$ cat src/mbbg_pkg.sv
// Shared types, opcodes and the 2x2 block rule for the block-cellular grid.
`timescale 1ns / 1ps

package mbbg_pkg;

	localparam int IDX_W = 7;
	localparam int IDX_COUNT = 128;

	typedef enum logic [1:0] {
		OP_WRITE = 2'd0,
		OP_STEP  = 2'd1,
		OP_READ  = 2'd2,
		OP_NONE  = 2'd3
	} op_t;

	// Commands from the controller to the datapath.
	typedef struct packed {
		logic clr_wr;
		logic cell_rd;
		logic cell_wr;
		logic gen_start;
		logic wr0;
		logic wr1;
		logic rd_next;
		logic out_load;
	} cmd_t;

	// Status from the datapath to the controller.
	typedef struct packed {
		logic clr_last;
		logic pair_last;
	} sts_t;

	// One 2x2 block: top-left, top-right, bottom-left, bottom-right.
	typedef struct packed {
		logic tl;
		logic tr;
		logic bl;
		logic br;
	} quad_t;

	function automatic quad_t block_rule(input quad_t q);
		logic [2:0] live;
		quad_t r;
		live = {2'b00, q.tl} + {2'b00, q.tr} + {2'b00, q.bl} + {2'b00, q.br};
		r = q;
		if (live == 3'd1) begin
			// A lone ball crosses to the opposite corner.
			r.tl = q.br;
			r.tr = q.bl;
			r.bl = q.tr;
			r.br = q.tl;
		end else if (live == 3'd2 && ((q.tl && q.br) || (q.tr && q.bl))) begin
			r.tl = ~q.tl;
			r.tr = ~q.tr;
			r.bl = ~q.bl;
			r.br = ~q.br;
		end
		return r;
	endfunction

endpackage

$ cat src/mbbg_ctrl.sv
// Controller state machine: request decode, clearing pass and generation sequencing.
`timescale 1ns / 1ps

module mbbg_ctrl (
	input  logic              clk,
	input  logic              arst_n,
	input  logic              s_tvalid,
	output logic              s_tready,
	input  logic [1:0]        opcode,
	output logic              m_tvalid,
	input  logic              m_tready,
	input  mbbg_pkg::sts_t    sts,
	output mbbg_pkg::cmd_t    cmd
);

	typedef enum logic [6:0] {
		ST_CLEAR   = 7'b0000001,
		ST_IDLE    = 7'b0000010,
		ST_CELL_WR = 7'b0000100,
		ST_RD_OUT  = 7'b0001000,
		ST_GEN_WR0 = 7'b0010000,
		ST_GEN_WR1 = 7'b0100000,
		ST_SPARE   = 7'b1000000
	} state_t;

	state_t state_q, state_d;
	logic   out_valid_q;

	always_comb begin
		state_d  = state_q;
		cmd      = '0;
		s_tready = 1'b0;
		case (state_q)
			ST_CLEAR: begin
				cmd.clr_wr = 1'b1;
				if (sts.clr_last) begin
					state_d = ST_IDLE;
				end
			end
			ST_IDLE: begin
				s_tready = 1'b1;
				if (s_tvalid) begin
					case (mbbg_pkg::op_t'(opcode))
						mbbg_pkg::OP_WRITE: begin
							cmd.cell_rd = 1'b1;
							state_d     = ST_CELL_WR;
						end
						mbbg_pkg::OP_READ: begin
							cmd.cell_rd = 1'b1;
							state_d     = ST_RD_OUT;
						end
						mbbg_pkg::OP_STEP: begin
							cmd.gen_start = 1'b1;
							state_d       = ST_GEN_WR0;
						end
						default: begin
							state_d = ST_IDLE;
						end
					endcase
				end
			end
			ST_CELL_WR: begin
				cmd.cell_wr = 1'b1;
				state_d     = ST_IDLE;
			end
			ST_RD_OUT: begin
				if (!out_valid_q || m_tready) begin
					cmd.out_load = 1'b1;
					state_d      = ST_IDLE;
				end
			end
			ST_GEN_WR0: begin
				cmd.wr0 = 1'b1;
				state_d = ST_GEN_WR1;
			end
			ST_GEN_WR1: begin
				cmd.wr1 = 1'b1;
				if (sts.pair_last) begin
					state_d = ST_IDLE;
				end else begin
					// The next row pair is read while the bottom row goes back.
					cmd.rd_next = 1'b1;
					state_d     = ST_GEN_WR0;
				end
			end
			default: begin
				state_d = ST_IDLE;
			end
		endcase
	end

	always_ff @(posedge clk or negedge arst_n) begin
		if (!arst_n) begin
			state_q     <= ST_CLEAR;
			out_valid_q <= 1'b0;
		end else begin
			state_q <= state_d;
			if (cmd.out_load) begin
				out_valid_q <= 1'b1;
			end else if (m_tready) begin
				out_valid_q <= 1'b0;
			end
		end
	end

	assign m_tvalid = out_valid_q;

endmodule

$ cat config.mk
export PLATFORM = sky130hd
export DESIGN_NAME = mbbg_ctrl
export DESIGN_NICKNAME = d
export VERILOG_FILES = /design/src/mbbg_pkg.sv /design/src/mbbg_ctrl.sv
export SDC_FILE = /design/constraint.sdc
export NUM_CORES = 1
export LEC_CHECK = 0
export BUFFER_PORTS_ARGS = -buffer_cell sky130_fd_sc_hd__buf_2
export CORE_AREA = 3 3 40 42
export DETAILED_ROUTE_END_ITERATION = 6
export DIE_AREA = 0 0 43 45
export GPL_ROUTABILITY_DRIVEN = 0
export GPL_TIMING_DRIVEN = 0
export PLACE_DENSITY = 0.66
export REMOVE_ABC_BUFFERS = 1
export SLEW_MARGIN = 25
export SYNTH_ARGS = -nofsm -noshare
export SYNTH_HDL_FRONTEND = slang
export SYNTH_SLANG_ARGS = --single-unit
$ cat constraint.sdc
create_clock -name clk -period 2.2 [get_ports clk]
set_input_delay 0.33 -clock clk [delete_from_list [all_inputs] [get_ports clk]]
set_output_delay 0.33 -clock clk [all_outputs]
set_load 0.1 [all_outputs]
==> metrics, run 1 <==
status=finished clean; number of global-route vias before repair=362; DP Area=499 µm²; final antenna diode count=0; final hold vios=0; sequential share of power=23.2%; Yosys cell types=22; Max Slew Vio Count=0; Fin Hold WS=0.310 ns; Filler cells=126; Critical Path AT=1.86 ns; min setup slack post-route=0.00603 ns; GR Util All Layers=10.2%; synth warn=0; unrepaired setup endpoints after global routing=yes; Avg WL per Cell=12.7 µm; Setup CP Type=flip-flop to primary output; Final min period=2.19 ns; share of cells above drive strength 1=66.7%; Int Power=392 µW; FF+latch count, synth=7; total congestion overflow=0; DR vias=401; area of the die=0.00194 mm²; r2r startpoint=state_q[2]$_DFFE_PN0P_; Bufs on Longest Clock Path=2; nature of the critical path endpoint=primary output; peak supply drop=0.796 mV; initial DRC count=2; overall power=765 µW; # IOs=18; startpoint class of the critical path=flip-flop; die width=43 µm; Post-Synthesis Mean Instance Area=10.7 µm²; hpwl dp=673 µm; total number of H-tree levels=1; port buffer count=17; Worst slew margin=67.7%; synthesized cell area=395 µm²; fin crit share=99.7%; crit path max fanout=5; Post-Syn Instances=37; HP Start=opcode[1]; Finished Core Util=52.9%; net count of the finished layout=75; CTS sink cnt=7; Worst Path Required=1.87 ns; CP startpoint=state_q[5]$_DFFE_PN0P_; switching power share of the total=48.7%; Rows=13; clk_lat worst skew=0.25 ns; Worst Tran Pin Value=0.488 ns; worst slack, placed=0.0285 ns; remaining antenna violation count=0; largest net degree at the start of global routing=8; DRC=0; Core ar.=0.00128 mm²; area delta synth->final=71.8%; Final Cell Area=679 µm²; Starting Density=30.8%; Combinational Power Share=62.0%; Psw=372 µW; final setup fails=0; clock share of power=14.9%; die height=45 µm; Pre-antenna DRT Iters=2; global-route wire length before repair=1420 µm; Hold Path Class=input pin to flip-flop; CTS tree=built; clock slew at reported path FFs=0.05 ns; total leakage power=0.000342 µW; antenna violations before repair=0; Pwr Density=1130 mW/mm²; Final Skew=0.000612 ns; total wire length=1030 µm; vias per cell=4.95; Root Driver=clkbuf_4; sequential share of the synthesized area=44.6%; Max Clock Freq=0.456 GHz; Max Cap Violations=0; Inserted Clock Buffers=3
[path summary, 6_finish.rpt]
path                                               end  slack, ns  cells past startpoint
worst min register to register  state_q[5]$_DFFE_PN0P_       0.52                      1
max in group asynchronous       state_q[0]$_DFFE_PN1P_       1.54                      2
worst max-delay path                            cmd[6]      0.006                      5
worst max register to register  state_q[1]$_DFFE_PN0P_       0.35                      6
min in group asynchronous       state_q[1]$_DFFE_PN0P_       0.44                      2
worst min-delay path            state_q[2]$_DFFE_PN0P_       0.31                      2
[logic make-up (layout without fill, tap and decap cells)]
family / count (synthesis) / in the layout / share of synthesized area [%]
flops: 7 / 7 / 44.6
buf+inv: 1 / 30 / 0.948
simple gates: 26 / 26 / 46.5
compound gates: 3 / 3 / 7.91
[flip-flops by register name, indices dropped and copies added, names as in the netlist]
name,count
state_q,6
m_tvalid,1
[per-stage QoR]
| stage | setup TNS (ns) | cells |
|---|---|---|
| 2_1_floorplan | -9.36 | 37 |
| 3_3_place_gp | 0 | 69 |
| 3_5_place_dp | 0 | 69 |
| 4_1_cts | -0.0779 | 75 |
| 5_1_grt | -0.176 | 81 |
| 6_report | 0 | 81 |
[cell usage in the layout, fill, tap and decap left out, drive strengths merged]
cell,synthesis,final
buf,0,21
clkbuf,0,6
nand2,6,6
dfrtp,6,6
nor3b,6,6
nand3b,2,2
nor4,2,2
and2b,2,2
and3b,2,2
or4,1,1
inv,1,1
nand2b,1,1
nor2b,1,1
o22a,1,1
nor2,1,1
a21o,1,1
nor3,1,1
or3,1,1
a311oi,1,1
clkinv,0,1
dlygate4sd3,0,1
dfstp,1,1
[worst max-delay path, stage by stage (launching register included)]
cell and delay [ns]:
dfrtp_2 0.44, nor4_4 0.30, nand3b_1 0.20, buf_4 0.20
nor3b_4 0.26, buf_12 0.21
[final cells by class]
class	instances	area, µm²	area share, %
Timing Repair Buffer	25	196	28.9
Multi-Input combinational cell	29	254	37.4
Tap cell	15	18.8	2.76
Clock buffer	3	22.5	3.31
Clock inverter	1	5.00	0.737
Sequential cell	7	179	26.3
Inverter	1	3.75	0.552
[layer usage]
metal	global-route usage, %	routed length (µm)
met1	12.4	431
met2	16.5	529
met3	1.59	69
met4	7.23	0
met5	0	0
[timing repair]
action / 4_1_cts / 5_1_grt
hold buffers: 1 / 0
pin swaps: 4 / 6
endpoints found under the hold margin: 6 / 0
gates cloned: 0 / 0
endpoints found under the setup margin: 5 / 5
buffers inserted: 1 / 6
resized for setup: 10 / 14
[power groups by stage]
stage          combinational, µW  clock, µW  sequential, µW
2_1_floorplan                284          0             184
3_3_place_gp                 349          0             171
3_5_place_dp                 351          0             171
4_1_cts                      365        116             171
5_1_grt                      500        123             180
6_report                     474        114             177
[cells in the mapped netlist, drive strengths merged]
library cell  n  area, µm²
dfrtp         6        150
nand3b        2       15.0
a311oi        1       15.0
nand2b        1       6.26
dfstp         1       26.3
nor2b         1       6.26
nor3b         6       56.3
a21o          1       7.51
and2b         2       16.3
nor2          1       3.75
inv           1       3.75
nand2         6       25.0
or3           1       7.51
nor4          2       12.5
and3b         2       18.8
or4           1       11.3
o22a          1       8.76
nor3          1       5.00
Note: power is estimated with default switching activity, not from simulation.
==> run 2: changes to the inputs <==
PLACE_DENSITY = 0.61   (was 0.66)
SLEW_MARGIN = 15   (was 25)
==> run 2 against run 1 <==
Clock-buffer cell count rose by 1; sequential cell count did not move; clock power barely moved; cell count shrank 3.7%; setup slack improved by 0.0049 ns; die area stayed put; sequential share of layout area rose by 1.4 points; largest cell class unchanged.
==> metrics, run 2 (synthesis gave the netlist of run 1 again) <==
CP startpoint=state_q[5]$_DFFE_PN0P_; total wire length=915 µm (-11%); # IOs=18 (unchanged); Worst Tran Pin Value=0.492 ns (+0.00380 ns); Hold Path Class=input pin to flip-flop; status=finished clean; sequential share of power=26.2% (+3.0 points); remaining antenna violation count=0 (unchanged); largest net degree at the start of global routing=8 (unchanged); DRC=0 (unchanged); antenna violations before repair=0 (unchanged); Pwr Density=1050 mW/mm² (-6.3%); area of the die=0.00194 mm² (unchanged); Final min period=2.19 ns (-0.00495 ns); CTS sink cnt=7 (unchanged); unrepaired setup endpoints after global routing=yes; Final Cell Area=641 µm² (-5.7%); most common cell after layout, fill and taps aside=buf_2; GR Util All Layers=10.1% (-0.076 points); reg2reg setup slack=0.38 ns (+0.03 ns); Pre-antenna DRT Iters=1 (-1); final setup fails=0 (unchanged); Setup CP Type=flip-flop to primary output; placed cells=69 (unchanged); Rows=13 (unchanged); total congestion overflow=0 (unchanged); net count of the finished layout=72 (-4.0%); Worst path slowest cell=dfrtp_2; final hold vios=0 (unchanged); Starting Density=30.8% (unchanged); Worst Path Required=1.87 ns (about the same); slowest cell delay on critical path=0.44 ns (about the same); max reg flops=6 (unchanged); initial DRC count=0 (-2); Psw=343 µW (-7.9%); port buffer count=17 (unchanged); fin crit share=99.5% (-0.22 points); Crit path max-delay family=simple AND/OR/NAND/NOR gates; die height=45 µm (unchanged); Max Slew Vio Count=0 (unchanged); Critical Path End=cmd[4]; switching power share of the total=50.8% (+2.1 points); worst path bufs/invs=2 (unchanged); reg2reg end=state_q[1]$_DFFE_PN0P_; area delta synth->final=62.0%; R2R cell count=6 (unchanged); clk_lat worst skew=0.24 ns (about the same); most frequent cells in the layout=buf_2, nand2_1, dfrtp_1, buf_4, clkbuf_4; share of cells above drive strength 1=60.3% (-6.3 points); number of global-route vias before repair=351 (-3.0%); Int Power=332 µW (-15%); DR vias=367 (-8.5%); final antenna diode count=0 (unchanged); startpoint class of the critical path=flip-flop; hpwl dp=671 µm (-0.31%); Root Driver=clkbuf_4; Max Clock Freq=0.457 GHz (+0.23%); Inserted Clock Buffers=3 (unchanged); total number of H-tree levels=1 (unchanged); Critical Path AT=1.86 ns (about the same); Filler cells=132 (+4.8%); Biggest register=state_q; DP Area=499 µm² (unchanged); crit path max fanout=5 (unchanged); Combinational Power Share=57.3% (-4.7 points); Core ar.=0.00128 mm² (unchanged); Levels on crit path=6 (+1); CTS tree=built; Worst slew margin=67.4% (-0.25 points); r2r startpoint=state_q[1]$_DFFE_PN0P_; nature of the critical path endpoint=primary output; clock share of power=16.5% (+1.6 points); fin cells=78 (-3.7%); setup TNS=0 ns (unchanged); total leakage power=0.000323 µW (-5.6%); Avg WL per Cell=11.7 µm (-7.7%); Max Cap Violations=0 (unchanged); Final Skew=0.000909 ns (+0.000297 ns); die width=43 µm (unchanged); Hold Crit Depth=2 (unchanged); Bufs on Longest Clock Path=2 (unchanged); clock slew at reported path FFs=0.05 ns (about the same); cells along the critical path=nor4_4 > nand3b_1 > inv_2 > nand2_1 > nor3b_2 > buf_6; peak supply drop=0.636 mV (-20%); global-route wire length before repair=1440 µm (+0.99%); vias per cell=4.71 (-5.0%)
[run 2: cell count changes in the layout (fill, tap and decap cells not counted), sizes merged]
| cell | delta |
|---|---|
| buf | -3 |
| clkbuf | +1 |
| clkinv | -1 |
[run 2: per-stage QoR]
stage | hold WS (ns) | setup WS, ns | power [µW] | utilization, %
3_3_place_gp | 0.162 | 0.0446 | 521 | 38.9
4_1_cts | 0.280 | -0.0308 | 654 | 45.7
5_1_grt | 0.311 | -0.0898 | 705 | 49.9
6_report | 0.298 | 0.0110 | 675 | 49.9
3_5_place_dp | 0.161 | 0.0247 | 523 | 38.9
2_1_floorplan | 0.0344 | -2.08 | 468 | -
[run 2: worst reg2reg max path, stage by stage (launching register included)]
cell and delay, ns:
dfrtp_1 0.40, or4_4 0.56, nor3b_4 0.24, buf_4 0.14
buf_4 0.10, nand2_2 0.05, a311oi_2 0.24
[run 2: worst min path at each step]
stage | to | startpoint
finish | state_q[2]$_DFFE_PN0P_ | opcode[0]
detailed placement | m_tvalid$_DFFE_PN0P_ | arst_n
global route | state_q[2]$_DFFE_PN0P_ | opcode[0]
CTS | state_q[2]$_DFFE_PN0P_ | opcode[0]
floorplan | m_tvalid$_DFFE_PN0P_ | arst_n
global placement | m_tvalid$_DFFE_PN0P_ | arst_n
[run 2: power by group through the flow]
stage | sequential, µW | combinational [µW] | clock, µW
after floorplan | 184 | 284 | 0
after global placement | 172 | 349 | 0
after detailed placement | 172 | 350 | 0
after CTS | 172 | 367 | 114
after global routing | 181 | 406 | 118
final | 177 | 387 | 111
[run 2: cell type report]
type                    count  area (µm²)  area share [%]
clock buffers               4        26.3            4.10
inverters                   1        3.75           0.586
multi-input cells          29         245            38.3
flip-flops and latches      7         178            27.7
well taps                  15        18.8            2.93
repair buffers             22         169            26.4
[run 2: what timing repair did]
action,CTS,global route
pin swaps,4,3
endpoints found under the setup margin,5,5
hold endpoints to repair,6,0
setup buffers,2,2
gates resized for setup,11,8
hold buffers,1,0
[run 2: metal layers]
metal	wire length [µm]	track usage, %
met3	45	1.59
met1	408	13.7
met2	461	14.7
met4	0	7.23
met5	0	0
